--- config.mk ---
export PLATFORM = sky130hd
export DESIGN_NAME = dirty_rect_merge_tracker
export DESIGN_NICKNAME = d
export VERILOG_FILES = /design/src/drm_pkg.sv /design/src/drm_box_unit.sv /design/src/dirty_rect_merge_tracker.sv
export VERILOG_INCLUDE_DIRS = /design/src /design/src/src
export SDC_FILE = /design/constraint.sdc
export NUM_CORES = 2
export LEC_CHECK = 0
export BUFFER_PORTS_ARGS = -buffer_cell sky130_fd_sc_hd__buf_4
export CAP_MARGIN = 10
export CORE_ASPECT_RATIO = 1.75
export CORE_MARGIN = 2
export CORE_UTILIZATION = 59
export DETAILED_ROUTE_END_ITERATION = 7
export PLACE_DENSITY_LB_ADDON = 0.3
export RECOVER_POWER = 25
export SETUP_SLACK_MARGIN = 0.4
export SYNTH_ARGS = -nofsm -noshare
export SYNTH_HDL_FRONTEND = slang
export SYNTH_SLANG_ARGS = --single-unit
--- constraint.sdc ---
create_clock -name clk -period 7.7 [get_ports clk]
set_clock_uncertainty 0.1 [all_clocks]
set_input_delay 0.77 -clock clk [delete_from_list [all_inputs] [get_ports clk]]
set_output_delay 0.77 -clock clk [all_outputs]
set_load 0.005 [all_outputs]
--- src/dirty_rect_merge_tracker_macros.svh ---
// ---------------------------------------------------------------------------
// Assertion macros for the dirty rectangle merge tracker
// Concurrent checks that compile away when SYNTH is defined.
// ---------------------------------------------------------------------------
`ifndef DIRTY_RECT_MERGE_TRACKER_MACROS_SVH
`define DIRTY_RECT_MERGE_TRACKER_MACROS_SVH

`ifndef SYNTH
// Same-cycle implication under an active-low reset.
`define DRM_ASSERT_IMPL(label, ck, rn, ante, cons) \
    label: assert property (@(posedge ck) disable iff (!rn) (ante) |-> (cons)) \
        else $error("drm check failed: same-cycle implication");
// Next-cycle implication under an active-low reset.
`define DRM_ASSERT_NEXT(label, ck, rn, ante, cons) \
    label: assert property (@(posedge ck) disable iff (!rn) (ante) |=> (cons)) \
        else $error("drm check failed: next-cycle implication");
`else
`define DRM_ASSERT_IMPL(label, ck, rn, ante, cons)
`define DRM_ASSERT_NEXT(label, ck, rn, ante, cons)
`endif

`endif

--- src/drm_pkg.sv ---
// ---------------------------------------------------------------------------
// drm_pkg
// Types, constants and sequencer states shared by the merge tracker.
// ---------------------------------------------------------------------------
`timescale 1ns / 1ps
`default_nettype none

package drm_pkg;

    localparam int COORD_W     = 12;
    localparam int SIZE_W      = 13;
    localparam int AREA_W      = 29;
    localparam int PROD_W      = 2 * SIZE_W;
    localparam int COUNT_OUT_W = 5;
    localparam int CFG_IDX_W   = 1;

    localparam int CANVAS_MAX     = 4096;
    localparam int MAX_RECTS_DEF  = 16;
    localparam int MERGE_GAP_DEF  = 2;
    localparam int RESULT_CAP     = 16;

    localparam logic [AREA_W-1:0] AREA_MAX = '1;

    localparam logic [SIZE_W-1:0] CANVAS_W_RST = 13'd1072;
    localparam logic [SIZE_W-1:0] CANVAS_H_RST = 13'd1448;

    // configuration register indexes
    localparam logic [CFG_IDX_W-1:0] CFG_CANVAS_W = 1'b0;
    localparam logic [CFG_IDX_W-1:0] CFG_CANVAS_H = 1'b1;

    typedef struct packed {
        logic [COORD_W-1:0] x;
        logic [COORD_W-1:0] y;
        logic [SIZE_W-1:0]  w;
        logic [SIZE_W-1:0]  h;
    } box_t;

    typedef enum logic [3:0] {
        ST_IDLE,
        ST_CLIP,
        ST_SEARCH,
        ST_COLLAPSE,
        ST_FOLD_RD,
        ST_FOLD_CK,
        ST_FOLD_MV,
        ST_SUM,
        ST_REPORT,
        ST_DRAIN_RD,
        ST_DRAIN_LD
    } state_t;

endpackage

`default_nettype wire

--- src/drm_box_unit.sv ---
// ---------------------------------------------------------------------------
// drm_box_unit
// Shared proximity test and bounding-box join of two rectangles.
// ---------------------------------------------------------------------------
`timescale 1ns / 1ps
`default_nettype none

module drm_box_unit
    import drm_pkg::*;
#(
    parameter int MERGE_GAP = MERGE_GAP_DEF
)
(
    input  box_t a,
    input  box_t b,
    output logic near,
    output box_t joined
);

    // edges never pass the canvas limit, plus the gap for the test
    localparam int EW = $clog2(CANVAS_MAX + MERGE_GAP + 1);
    localparam logic [EW-1:0] GAP = EW'(MERGE_GAP);

    logic [EW-1:0]      ax1, bx1, ay1, by1;
    logic [EW-1:0]      ex, ey;
    logic [COORD_W-1:0] jx, jy;

    assign ax1 = EW'(a.x) + EW'(a.w);
    assign bx1 = EW'(b.x) + EW'(b.w);
    assign ay1 = EW'(a.y) + EW'(a.h);
    assign by1 = EW'(b.y) + EW'(b.h);

    assign near = (EW'(a.x) <= bx1 + GAP) && (EW'(b.x) <= ax1 + GAP) &&
                  (EW'(a.y) <= by1 + GAP) && (EW'(b.y) <= ay1 + GAP);

    always_comb
    begin
        jx = (a.x < b.x) ? a.x : b.x;
        jy = (a.y < b.y) ? a.y : b.y;
        ex = (ax1 > bx1) ? ax1 : bx1;
        ey = (ay1 > by1) ? ay1 : by1;
        joined.x = jx;
        joined.y = jy;
        joined.w = SIZE_W'(ex - EW'(jx));
        joined.h = SIZE_W'(ey - EW'(jy));
    end

endmodule

`default_nettype wire

--- src/dirty_rect_merge_tracker.sv ---
// ---------------------------------------------------------------------------
// dirty_rect_merge_tracker
// Dirty rectangle table with clip, near-merge, fold pass and drain.
// ---------------------------------------------------------------------------
//  channel | direction | handshake            | payload
//  --------+-----------+----------------------+-------------------------------
//  in      | sink      | in_valid / in_ready  | action, rect_x/y/w/h, mono
//  out     | source    | out_valid / out_ready| out_x/y/w/h, count, area, flags
//  cfg     | sink      | cfg_valid / cfg_ready| cfg_index, cfg_data
//
//  One table write port, one read port and one box unit serve every pass. An
//  add scans the stored entries and, without a merge, appends; a merge adds the
//  fold pass. A drain reads one table entry per emitted beat.
//  in_ready is high only between items; a finished beat waits in the output
//  register while the next item is taken. No clearing pass after reset.
// ---------------------------------------------------------------------------
`timescale 1ns / 1ps
`default_nettype none
`include "dirty_rect_merge_tracker_macros.svh"

module dirty_rect_merge_tracker
    import drm_pkg::*;
#(
    parameter int MAX_RECTS = MAX_RECTS_DEF,
    parameter int MERGE_GAP = MERGE_GAP_DEF
)
(
    input  wire                    clk,
    input  wire                    rst_n,

    input  wire                    in_valid,
    output logic                   in_ready,
    input  wire                    action,
    input  wire signed [15:0]      rect_x,
    input  wire signed [15:0]      rect_y,
    input  wire signed [15:0]      rect_w,
    input  wire signed [15:0]      rect_h,
    input  wire                    mono_damage,

    output logic                   out_valid,
    input  wire                    out_ready,
    output logic [COORD_W-1:0]     out_x,
    output logic [COORD_W-1:0]     out_y,
    output logic [SIZE_W-1:0]      out_w,
    output logic [SIZE_W-1:0]      out_h,
    output logic [COUNT_OUT_W-1:0] stored_count,
    output logic [AREA_W-1:0]      area_sum,
    output logic                   gray_flag,
    output logic                   last_item,

    input  wire                    cfg_valid,
    output logic                   cfg_ready,
    input  wire [CFG_IDX_W-1:0]    cfg_index,
    input  wire [SIZE_W-1:0]       cfg_data
);

    localparam int CW = $clog2(MAX_RECTS + 1);
    localparam int IW = (MAX_RECTS > 1) ? $clog2(MAX_RECTS) : 1;

    state_t state_reg, state_next;

    logic [CW-1:0] count_reg, count_next;
    logic [CW-1:0] scan_reg,  scan_next;
    logic [CW-1:0] idx1_reg,  idx1_next;
    logic [CW-1:0] mi_reg,    mi_next;
    logic [CW-1:0] fj_reg,    fj_next;
    logic          v1_reg,    v1_next;
    logic          v2_reg,    v2_next;
    box_t          acc_reg,   acc_next;
    logic [PROD_W-1:0] prod_reg, prod_next;
    logic [AREA_W-1:0] area_reg, area_next;
    logic          gray_reg,  gray_next;

    logic [SIZE_W-1:0] canvas_w_reg, canvas_h_reg;

    logic signed [15:0] in_x_reg, in_y_reg, in_w_reg, in_h_reg;
    logic               in_mono_reg;

    box_t                   out_box_reg,   out_box_next;
    logic [COUNT_OUT_W-1:0] out_count_reg, out_count_next;
    logic [AREA_W-1:0]      out_area_reg,  out_area_next;
    logic                   out_gray_reg,  out_gray_next;
    logic                   out_last_reg,  out_last_next;
    logic                   out_valid_reg;
    logic                   load_out;

    box_t          rect_mem [MAX_RECTS];
    box_t          rd_data_reg;
    logic          mem_we;
    logic [IW-1:0] mem_wa;
    box_t          mem_wd;
    logic [IW-1:0] rd_addr;

    logic          near;
    box_t          joined;
    logic          issue;
    logic          slot_free;
    logic          drain_last;
    logic [CW-1:0] scan_plus;
    logic [CW-1:0] last_idx;
    logic [AREA_W:0] area_add;

    // clip datapath
    logic [SIZE_W-1:0]  cw_lim, ch_lim;
    logic signed [16:0] xs, ys, ws, hs, cws, chs;
    logic signed [16:0] x0, y0, x1r, y1r, x1, y1, dx, dy;
    logic               clip_empty;
    box_t               clip_box;

    assign in_ready  = (state_reg == ST_IDLE);
    assign cfg_ready = 1'b1;
    assign slot_free = !out_valid_reg || out_ready;
    assign issue     = (scan_reg < count_reg);
    assign scan_plus = scan_reg + CW'(1);
    assign last_idx  = count_reg - CW'(1);
    assign drain_last = (count_reg == '0) || (scan_plus == count_reg) ||
                        ({1'b0, scan_plus} == (CW + 1)'(RESULT_CAP));
    assign area_add  = {1'b0, area_reg} + (AREA_W + 1)'(prod_reg);

    drm_box_unit #(
        .MERGE_GAP (MERGE_GAP)
    ) u_box (
        .a      (acc_reg),
        .b      (rd_data_reg),
        .near   (near),
        .joined (joined)
    );

    always_comb
    begin
        cw_lim = (canvas_w_reg > SIZE_W'(CANVAS_MAX)) ? SIZE_W'(CANVAS_MAX) : canvas_w_reg;
        ch_lim = (canvas_h_reg > SIZE_W'(CANVAS_MAX)) ? SIZE_W'(CANVAS_MAX) : canvas_h_reg;
        xs  = $signed({in_x_reg[15], in_x_reg});
        ys  = $signed({in_y_reg[15], in_y_reg});
        ws  = $signed({in_w_reg[15], in_w_reg});
        hs  = $signed({in_h_reg[15], in_h_reg});
        cws = $signed({4'b0000, cw_lim});
        chs = $signed({4'b0000, ch_lim});
        x0  = xs[16] ? 17'sd0 : xs;
        y0  = ys[16] ? 17'sd0 : ys;
        x1r = xs + ws;
        y1r = ys + hs;
        x1  = (x1r > cws) ? cws : x1r;
        y1  = (y1r > chs) ? chs : y1r;
        dx  = x1 - x0;
        dy  = y1 - y0;
        clip_empty = in_w_reg[15] || (in_w_reg == 16'sd0) ||
                     in_h_reg[15] || (in_h_reg == 16'sd0) ||
                     (cw_lim == '0) || (ch_lim == '0) ||
                     (x1 <= x0) || (y1 <= y0);
        clip_box.x = x0[COORD_W-1:0];
        clip_box.y = y0[COORD_W-1:0];
        clip_box.w = dx[SIZE_W-1:0];
        clip_box.h = dy[SIZE_W-1:0];
    end

    always_comb
    begin
        state_next     = state_reg;
        count_next     = count_reg;
        scan_next      = scan_reg;
        idx1_next      = idx1_reg;
        mi_next        = mi_reg;
        fj_next        = fj_reg;
        v1_next        = v1_reg;
        v2_next        = v2_reg;
        acc_next       = acc_reg;
        prod_next      = prod_reg;
        area_next      = area_reg;
        gray_next      = gray_reg;
        mem_we         = 1'b0;
        mem_wa         = count_reg[IW-1:0];
        mem_wd         = acc_reg;
        rd_addr        = scan_reg[IW-1:0];
        load_out       = 1'b0;
        out_box_next   = acc_reg;
        out_count_next = COUNT_OUT_W'(count_reg);
        out_area_next  = area_reg;
        out_gray_next  = gray_reg;
        out_last_next  = 1'b1;

        unique case (state_reg)
            ST_IDLE:
            begin
                if (in_valid)
                begin
                    scan_next  = '0;
                    v1_next    = 1'b0;
                    state_next = action ? ST_DRAIN_RD : ST_CLIP;
                end
            end

            ST_CLIP:
            begin
                scan_next = '0;
                v1_next   = 1'b0;
                if (clip_empty)
                begin
                    // nothing stored changes; just report current bounds
                    v2_next    = 1'b0;
                    acc_next   = '0;
                    area_next  = '0;
                    state_next = ST_SUM;
                end
                else
                begin
                    acc_next = clip_box;
                    if (!in_mono_reg)
                        gray_next = 1'b1;
                    state_next = ST_SEARCH;
                end
            end

            ST_SEARCH:
            begin
                if (v1_reg && near)
                begin
                    acc_next   = joined;
                    mi_next    = idx1_reg;
                    fj_next    = '0;
                    v1_next    = 1'b0;
                    state_next = ST_FOLD_RD;
                end
                else if (!v1_reg && !issue)
                begin
                    if (count_reg < CW'(MAX_RECTS))
                    begin
                        // append at the tail
                        mem_we     = 1'b1;
                        mem_wa     = count_reg[IW-1:0];
                        mem_wd     = acc_reg;
                        count_next = count_reg + CW'(1);
                        scan_next  = '0;
                        v2_next    = 1'b0;
                        acc_next   = '0;
                        area_next  = '0;
                        state_next = ST_SUM;
                    end
                    else
                    begin
                        scan_next  = '0;
                        state_next = ST_COLLAPSE;
                    end
                end
                else
                begin
                    v1_next   = issue;
                    idx1_next = scan_reg;
                    if (issue)
                        scan_next = scan_plus;
                end
            end

            ST_COLLAPSE:
            begin
                if (v1_reg)
                    acc_next = joined;
                if (!v1_reg && !issue)
                begin
                    // table full: keep one bounding box
                    mem_we     = 1'b1;
                    mem_wa     = '0;
                    mem_wd     = acc_reg;
                    count_next = CW'(1);
                    scan_next  = '0;
                    v2_next    = 1'b0;
                    acc_next   = '0;
                    area_next  = '0;
                    state_next = ST_SUM;
                end
                else
                begin
                    v1_next   = issue;
                    idx1_next = scan_reg;
                    if (issue)
                        scan_next = scan_plus;
                end
            end

            ST_FOLD_RD:
            begin
                rd_addr = fj_reg[IW-1:0];
                if (fj_reg == count_reg)
                begin
                    mem_we     = 1'b1;
                    mem_wa     = mi_reg[IW-1:0];
                    mem_wd     = acc_reg;
                    scan_next  = '0;
                    v1_next    = 1'b0;
                    v2_next    = 1'b0;
                    acc_next   = '0;
                    area_next  = '0;
                    state_next = ST_SUM;
                end
                else if (fj_reg == mi_reg)
                begin
                    fj_next = fj_reg + CW'(1);
                end
                else
                begin
                    state_next = ST_FOLD_CK;
                end
            end

            ST_FOLD_CK:
            begin
                // fetch the tail in case this entry gets swap-removed
                rd_addr = last_idx[IW-1:0];
                if (near)
                begin
                    acc_next = joined;
                    if (mi_reg == last_idx)
                    begin
                        // merge target was the tail: it now lives at j
                        mi_next    = fj_reg;
                        count_next = last_idx;
                        state_next = ST_FOLD_RD;
                    end
                    else
                    begin
                        state_next = ST_FOLD_MV;
                    end
                end
                else
                begin
                    fj_next    = fj_reg + CW'(1);
                    state_next = ST_FOLD_RD;
                end
            end

            ST_FOLD_MV:
            begin
                mem_we     = 1'b1;
                mem_wa     = fj_reg[IW-1:0];
                mem_wd     = rd_data_reg;
                count_next = last_idx;
                state_next = ST_FOLD_RD;
            end

            ST_SUM:
            begin
                if (v1_reg)
                begin
                    acc_next  = (idx1_reg == '0) ? rd_data_reg : joined;
                    prod_next = PROD_W'(rd_data_reg.w) * PROD_W'(rd_data_reg.h);
                end
                if (v2_reg)
                    area_next = area_add[AREA_W] ? AREA_MAX : area_add[AREA_W-1:0];
                v2_next = v1_reg;
                if (!v1_reg && !v2_reg && !issue)
                begin
                    state_next = ST_REPORT;
                end
                else
                begin
                    v1_next   = issue;
                    idx1_next = scan_reg;
                    if (issue)
                        scan_next = scan_plus;
                end
            end

            ST_REPORT:
            begin
                if (slot_free)
                begin
                    load_out   = 1'b1;
                    state_next = ST_IDLE;
                end
            end

            ST_DRAIN_RD:
            begin
                state_next = ST_DRAIN_LD;
            end

            ST_DRAIN_LD:
            begin
                if (slot_free)
                begin
                    load_out      = 1'b1;
                    out_box_next  = (count_reg == '0) ? '0 : rd_data_reg;
                    out_last_next = drain_last;
                    if (drain_last)
                    begin
                        count_next = '0;
                        area_next  = '0;
                        gray_next  = 1'b0;
                        state_next = ST_IDLE;
                    end
                    else
                    begin
                        scan_next  = scan_plus;
                        state_next = ST_DRAIN_RD;
                    end
                end
            end

            default:
            begin
                state_next = ST_IDLE;
            end
        endcase
    end

    always_ff @(posedge clk or negedge rst_n)
    begin
        if (!rst_n)
        begin
            state_reg     <= ST_IDLE;
            count_reg     <= '0;
            scan_reg      <= '0;
            idx1_reg      <= '0;
            mi_reg        <= '0;
            fj_reg        <= '0;
            v1_reg        <= 1'b0;
            v2_reg        <= 1'b0;
            area_reg      <= '0;
            gray_reg      <= 1'b0;
            out_valid_reg <= 1'b0;
            canvas_w_reg  <= CANVAS_W_RST;
            canvas_h_reg  <= CANVAS_H_RST;
        end
        else
        begin
            state_reg <= state_next;
            count_reg <= count_next;
            scan_reg  <= scan_next;
            idx1_reg  <= idx1_next;
            mi_reg    <= mi_next;
            fj_reg    <= fj_next;
            v1_reg    <= v1_next;
            v2_reg    <= v2_next;
            area_reg  <= area_next;
            gray_reg  <= gray_next;
            if (load_out)
                out_valid_reg <= 1'b1;
            else if (out_ready)
                out_valid_reg <= 1'b0;
            if (cfg_valid && cfg_ready)
            begin
                if (cfg_index == CFG_CANVAS_W)
                    canvas_w_reg <= cfg_data;
                else if (cfg_index == CFG_CANVAS_H)
                    canvas_h_reg <= cfg_data;
            end
        end
    end

    // payload registers
    always_ff @(posedge clk)
    begin
        acc_reg  <= acc_next;
        prod_reg <= prod_next;
        if (in_valid && in_ready)
        begin
            in_x_reg    <= rect_x;
            in_y_reg    <= rect_y;
            in_w_reg    <= rect_w;
            in_h_reg    <= rect_h;
            in_mono_reg <= mono_damage;
        end
        if (load_out)
        begin
            out_box_reg   <= out_box_next;
            out_count_reg <= out_count_next;
            out_area_reg  <= out_area_next;
            out_gray_reg  <= out_gray_next;
            out_last_reg  <= out_last_next;
        end
    end

    // rectangle table: one write port, one registered read port
    always_ff @(posedge clk)
    begin
        if (mem_we)
            rect_mem[mem_wa] <= mem_wd;
        rd_data_reg <= rect_mem[rd_addr];
    end

    assign out_valid    = out_valid_reg;
    assign out_x        = out_box_reg.x;
    assign out_y        = out_box_reg.y;
    assign out_w        = out_box_reg.w;
    assign out_h        = out_box_reg.h;
    assign stored_count = out_count_reg;
    assign area_sum     = out_area_reg;
    assign gray_flag    = out_gray_reg;
    assign last_item    = out_last_reg;

    `DRM_ASSERT_IMPL(a_count_bound, clk, rst_n, 1'b1, count_reg <= CW'(MAX_RECTS))
    `DRM_ASSERT_IMPL(a_fold_target, clk, rst_n, state_reg == ST_FOLD_RD, mi_reg < count_reg)
    `DRM_ASSERT_IMPL(a_empty_report, clk, rst_n, (state_reg == ST_REPORT) && (count_reg == '0), (area_reg == '0) && (acc_reg == '0))
    `DRM_ASSERT_NEXT(a_drain_clears, clk, rst_n, (state_reg == ST_DRAIN_LD) && slot_free && drain_last, (count_reg == '0) && (area_reg == '0) && !gray_reg)

endmodule

`default_nettype wire

# Yosys cells after proc, flatten, opt, wreduce, memory -nomap -nowiden

Memories as Yosys holds them, arrays and structs flattened. A register that Yosys moved wholly into a read port is not among the register bits.
Index checks and enable logic that the tools add are counted.

Flip-flop bits (word level): 315
Memory bits (writable): 800
Input bits: 85
Logic and storage cells: 283
Memories kept: 1

Memory list:

| name     | depth | width | rd ports | clocked after memory_dff | write ports | RTL line                       | text |
|---|---|---|---|---|---|---|---|
| rect_mem | 16    | 50    | 1        | 1                        | 1           | dirty_rect_merge_tracker.sv:87 | `box_t rect_mem [MAX_RECTS];` |

Add/subtract/negate cells: 19
Multipliers: 1
Order comparisons: 16
Equality and inequality tests: 42
Multiplexer cells: 116
Bitwise gates (word level): 1
Reductions and logical operators: 56

Operator list:

| cell                    | count |
|---|---|
| $mux W50                | 14 |
| $pmux W50 S6            | 1 |
| $mux W29                | 10 |
| $pmux W29 S6            | 1 |
| $mux W5                 | 26 |
| $mux W4                 | 14 |
| $add A12 B13 Y13        | 4 |
| $add A13 B2 Y13 const B | 4 |
| $le A12 B13 Y1          | 4 |
| $mux W13                | 4 |
| $ne A2 B2 Y1 const B    | 23 |
| $pmux W4 S11            | 1 |
| $pmux W5 S7             | 1 |
| $add A16 B16 Y17        | 2 |
| $gt A17 B14 Y1          | 2 |
| $le A17 B16 Y1          | 2 |
| $mux W17                | 2 |
| $logic_not A16 Y1       | 2 |
| $add A29 B26 Y30        | 1 |
| $mux W15                | 2 |
| $pmux W5 S3             | 2 |
| $reduce_and A7 Y1       | 4 |
| $gt A13 B13 Y1          | 2 |
| $gt A13 B13 Y1 const B  | 2 |
| 46 further kinds        | 121 |

# Logic depth before layout (Yosys ltp)

Word-level depth: 11
Mapped depth: 33
Gate-level depth less buffers: 31

# Modules after synthesis

A second synthesis with hierarchy kept.

Cell total of the unflattened synthesis: 4777
Area, all modules: 63205.6 um^2

By module, submodules not included:

| module                   | instances | cells each | area each (um^2) |
|---|---|---|---|
| dirty_rect_merge_tracker | 1         | 3836       | 55984.9 |
| drm_box_unit             | 1         | 941        | 7220.7 |

# Worst setup path before layout

No wires, ideal clock.

Kind: register to register
Start: register acc_reg[26] in the netlist's numbering
End: register acc_reg[12] in the netlist's numbering, data pin
Setup time: 0.275 ns
Arrival time: 6.567 ns
Data required time: 7.325 ns
Slack: 0.758 ns
Stages on the path, launching flop included: 30
Clock period less this slack: 6.942 ns
Cells stage by stage: edfxtp_1 > ha_1 > fa_1 > a211oi_1 > o21ai_1 > a2111oi_0 > nor3_1 > or2_2 > clkbuf_1 > ha_1 > a2111oi_0 > o21ai_0 > a221oi_1 > or2_2 > clkbuf_1 > clkbuf_1 > a21oi_1 > ha_1 > fa_1 > nor2b_1 > o21ai_0 > a21oi_1 > o21ai_0 > a21oi_1 > o21ai_0 > a21boi_0 > o21ai_0 > a21oi_1 > xor2_1 > o221ai_1

RTL lines:

| what                   | RTL line                        | text |
|---|---|---|
| start, declared        | dirty_rect_merge_tracker.sv:69  | `box_t acc_reg, acc_next;` |
| start signal, assigned | dirty_rect_merge_tracker.sv:453 | `acc_reg <= acc_next;` |

# Worst setup path after layout

Start: register, netlist name rd_data_reg[15]
End: register prod_reg[25], data pin

Longest elaborated chain between the ends: 1

Ends and longest elaborated chain:

| what                 | RTL line                        | text |
|---|---|---|
| $mul A13 B13 Y26     | dirty_rect_merge_tracker.sv:345 | `prod_next = PROD_W'(rd_data_reg.w) * PROD_W'(rd_data_reg.h);` |
| end signal, assigned | dirty_rect_merge_tracker.sv:454 | `prod_reg <= prod_next;` |
| end, declared        | dirty_rect_merge_tracker.sv:70  | `logic [PROD_W-1:0] prod_reg, prod_next;` |

Every way passes these cells.
A chain may end at the register's enable or synchronous reset.

==> results.md <==
| Result | Reported |
| --- | --- |
| Result of the run | complete, but fails checks |
| Violations in the final reports | capacitance limit, slew limit |
| Clock latency of the later-clocked register in the worst-skew pair | 0.75 ns |
| Clock period minus worst slack | 6.98 ns |
| YS warnings | 0 |
| Netlist area before placement | 62400 sq um |
| Req. time, crit path | 8.10 ns |
| I/O Buffers | 172 |
| Max-cap violation count | 10 |
| Detailed placer's ending HPWL | 121000 microns |
| Std cell rows | 157 |
| Global Route Usage Sum | 33.5% |
| Clock-pin slew reported for the worst setup and hold paths after clock tree synthesis | 0.07 ns |
| Max reg flops | 800 |
| Critical path capture point type | register |
| Vias in the first global route | 43.0k |
| Tightest Pin Transition | 3.83 ns |
| Number of buffer and inverter instances along the worst setup path | 4 |
| Top-level I/O count | 174 |
| Remaining design rule violation count | 0 |
| Mux share of post-synthesis cell area | 10.1% |
| Number of CTS-inserted buffers | 100 |
| Number of routed nets with antenna violations | 0 |
| Adder and majority cell fraction of the synthesized area | 11.6% |
| Synth area leader | sky130_fd_sc_hd__edfxtp_1 |
| Ys async rst share | 7.55% |
| Pin count of the biggest net entering global routing | 101 |
| Number of cells on the critical path | 21 |
| Most common cell after layout, fill and taps aside | sky130_fd_sc_hd__edfxtp_1 |
| Max transition margin | -155% |
| Largest fanout on the critical path | 16 |
| Number of distinct standard cells referenced by the synthesized netlist | 94 |
| Dpl cell area | 66100 sq um |
| Gate count after technology mapping | 4746 |
| Class of the tightest hold or removal check | in -> reg |
| Crit path launch type | register |
| Final Hold Viols | 0 |
| Number of antenna violations at the first check in global routing | 8 |
| Gr ovfl total | 0 |
| Hold_ws | 0.130 ns |
| Fraction of the mapped netlist area in simple logic gates | 9.26% |
| RSZ-0062 raised after global routing | true |
| Net count of the mapped netlist | 5331 |
| Synth top area share | 49.4% |
| Xor and xnor area share after synthesis | 2.75% |
| Area of the core | 105000 sq um |
| Floorplan die area | 108000 sq um |
| First-pass GRT wire length | 266000 microns |
| Cell at the slowest stage of the critical path | sky130_fd_sc_hd__clkbuf_1 |
| Number of max-slew violations in the final report | 445 |
| First-pass iteration count of the detailed router | 5 |
| Dominant combinational cell family by area after synthesis | adder cells |
| Die Wd | 250 microns |
| Initial core utilization | 59.6% |
| Clock tree from TritonCTS | done |
| Critical R2R Capture | prod_reg[25] |
| Compound-cell area share of the yosys netlist | 8.89% |
| Post-DR vias/cell | 6.50 |
| Worst setup path category | reg -> reg |
| TritonCTS Sinks | 1165 |
| Number of buffers between clock root and the deepest sink | 3 |
| Most frequent cells in the layout | sky130_fd_sc_hd__edfxtp_1 (1027), sky130_fd_sc_hd__nand2_1 (482), sky130_fd_sc_hd__ha_1 (368) |
| Cell area after layout | 69700 sq um |
| Primary FF master, synth | sky130_fd_sc_hd__edfxtp_1 |
| Proportion of layout cells with a drive suffix above 1 | 16.9% |
| Routed wire per std cell | 28.0 microns |
| List of cells traversed by the critical path | clkbuf_1 -> nand2_1 -> fa_1 -> fa_1 -> inv_1 -> fa_1 -> inv_1 -> fa_1 -> inv_1 -> fa_1 -> ha_1 -> nand2_1 -> nor2_1 -> a21bo_2 -> a31oi_1 -> nand4_1 -> a31oi_1 -> nand4_1 -> and4b_1 -> a21oi_1 -> xnor2_1 |
| Setup crit start | rd_data_reg[15] |
| Number of DRC markers after the initial detailed-route iteration | 3487 |
| CP most frequent cell | sky130_fd_sc_hd__fa_1 |
| Post-Route Setup TNS | 0 ns |
| Post-synthesis sequential area ratio | 54.6% |
| Worst reg-to-reg path cell count | 21 |
| Startpoint of the lowest-slack register-to-register path | rd_data_reg[15] |
| Slack of the worst reg-to-reg path | 0.72 ns |
| Arrival time worst endpoint | 7.38 ns |
| Delay-heaviest family, CP | adder cells |
| Number of enable-type register cells in the synthesized netlist | 1027 |
| Weighted congestion at the end of routability-driven global placement | 1.04 |
| Number of setup violations in the final report | 0 |
| Root Buffer Master | sky130_fd_sc_hd__clkbuf_16 |
| Die Height | 434 microns |
| Timing-limited maximum frequency | 0.143 GHz |
| Cells taking the most area after synthesis | sky130_fd_sc_hd__edfxtp_1 (49%), sky130_fd_sc_hd__ha_1 (7.4%), sky130_fd_sc_hd__mux4_2 (7.2%) |
| H-tree lvl count | 3 |
| Worst setup path endpoint | prod_reg[25] |
| Via count of the routed design | 41.9k |
| Number of nets at the end of the flow | 5579 |
| Area added between synthesis and finish | 11.8% |
| Routed wire length | 180000 microns |
| Crit-path max cell delay | 1.14 ns |
| Yosys reg bits | 1165 |
| Period Utilization, post-route | 90.7% |
| Avg Cell Area, Syn | 13.1 sq um |
| Util after Layout | 66.6% |
## what timing repair did
item,CTS,global route
hold buffers,1,0
setup buffers,0,9
endpoints found under the setup margin,2,80
gates cloned,0,2
gates resized for setup,1,27
pin swaps,0,3
endpoints found under the hold margin,18,0
## cell type report
type,count,area [sq um]
sequential,1165,34100
multi-input combinational,3113,26900
timing repair buffer,331,2480
inverter,283,1060
clock buffer,121,2720
clock inverter,69,807
fill,7388,35000
antenna,8,20.0
tap,1351,1690
## per-stage QoR
step,cells,setup WS [ns]
2_1_floorplan,4746,0.758
3_3_place_gp,6231,0.475
3_5_place_dp,6231,0.376
4_1_cts,6422,0.402
5_1_grt,6437,0.388
6_report,6441,0.718
## synthesized netlist by cell type (all sizes together) (14+ instances only)
master / n
xnor2: 128
dfrtp: 80
edfxtp: 1027
fa: 132
nor2b: 60
mux2i: 55
nand3: 54
dfxtp: 50
ha: 368
clkbuf: 154
or2: 16
nand2b: 79
xor2: 66
nor3: 61
nor4: 22
o31ai: 17
o21a: 50
mux4: 200
a221o: 20
nor2: 209
nand2: 483
and2: 131
inv: 282
a31oi: 72
a21oi: 169
o21bai: 14
a211oi: 78
nand4: 32
a21o: 69
mux2: 108
and3: 14
o21ai: 207
buf: 32
o221ai: 31
## kinds of logic after synthesis
kind of cell,Yosys count
and+or+nand+nor,1207
DFF,1165
AOI/OAI and AO/OA,847
adders and majority gates,500
buffers and inverters,469
muxes,363
xor gates and xnor gates,194
other,1
## routing by layer
| layer | global-route usage, % | up-vias | routed length [microns] |
|---|---|---|---|
| li1 | - | 18200 | - |
| met1 | 36.4 | 20800 | 60300 |
| met2 | 57.5 | 2153 | 89900 |
| met3 | 5.87 | 713 | 13000 |
| met4 | 27.8 | 6 | 16900 |
| met5 | 0 | - | 35 |
## how the worst min path moves through the flow
stage                      start               to  slack, ns  depth (start not counted)
floorplan           count_reg[4]  stored_count[4]       0.32                          0
global placement     area_reg[6]      area_sum[6]       0.37                          0
detailed placement   area_reg[0]      area_sum[0]       0.37                          0
CTS                    rect_y[8]      in_y_reg[8]       0.08                          1
global route           rect_x[8]      in_x_reg[8]       0.12                          1
finish                 rect_y[8]      in_y_reg[8]       0.13                          1
Power is not shown: default switching activity piles up to over one toggle a cycle in this logic, so the estimate is an artifact.
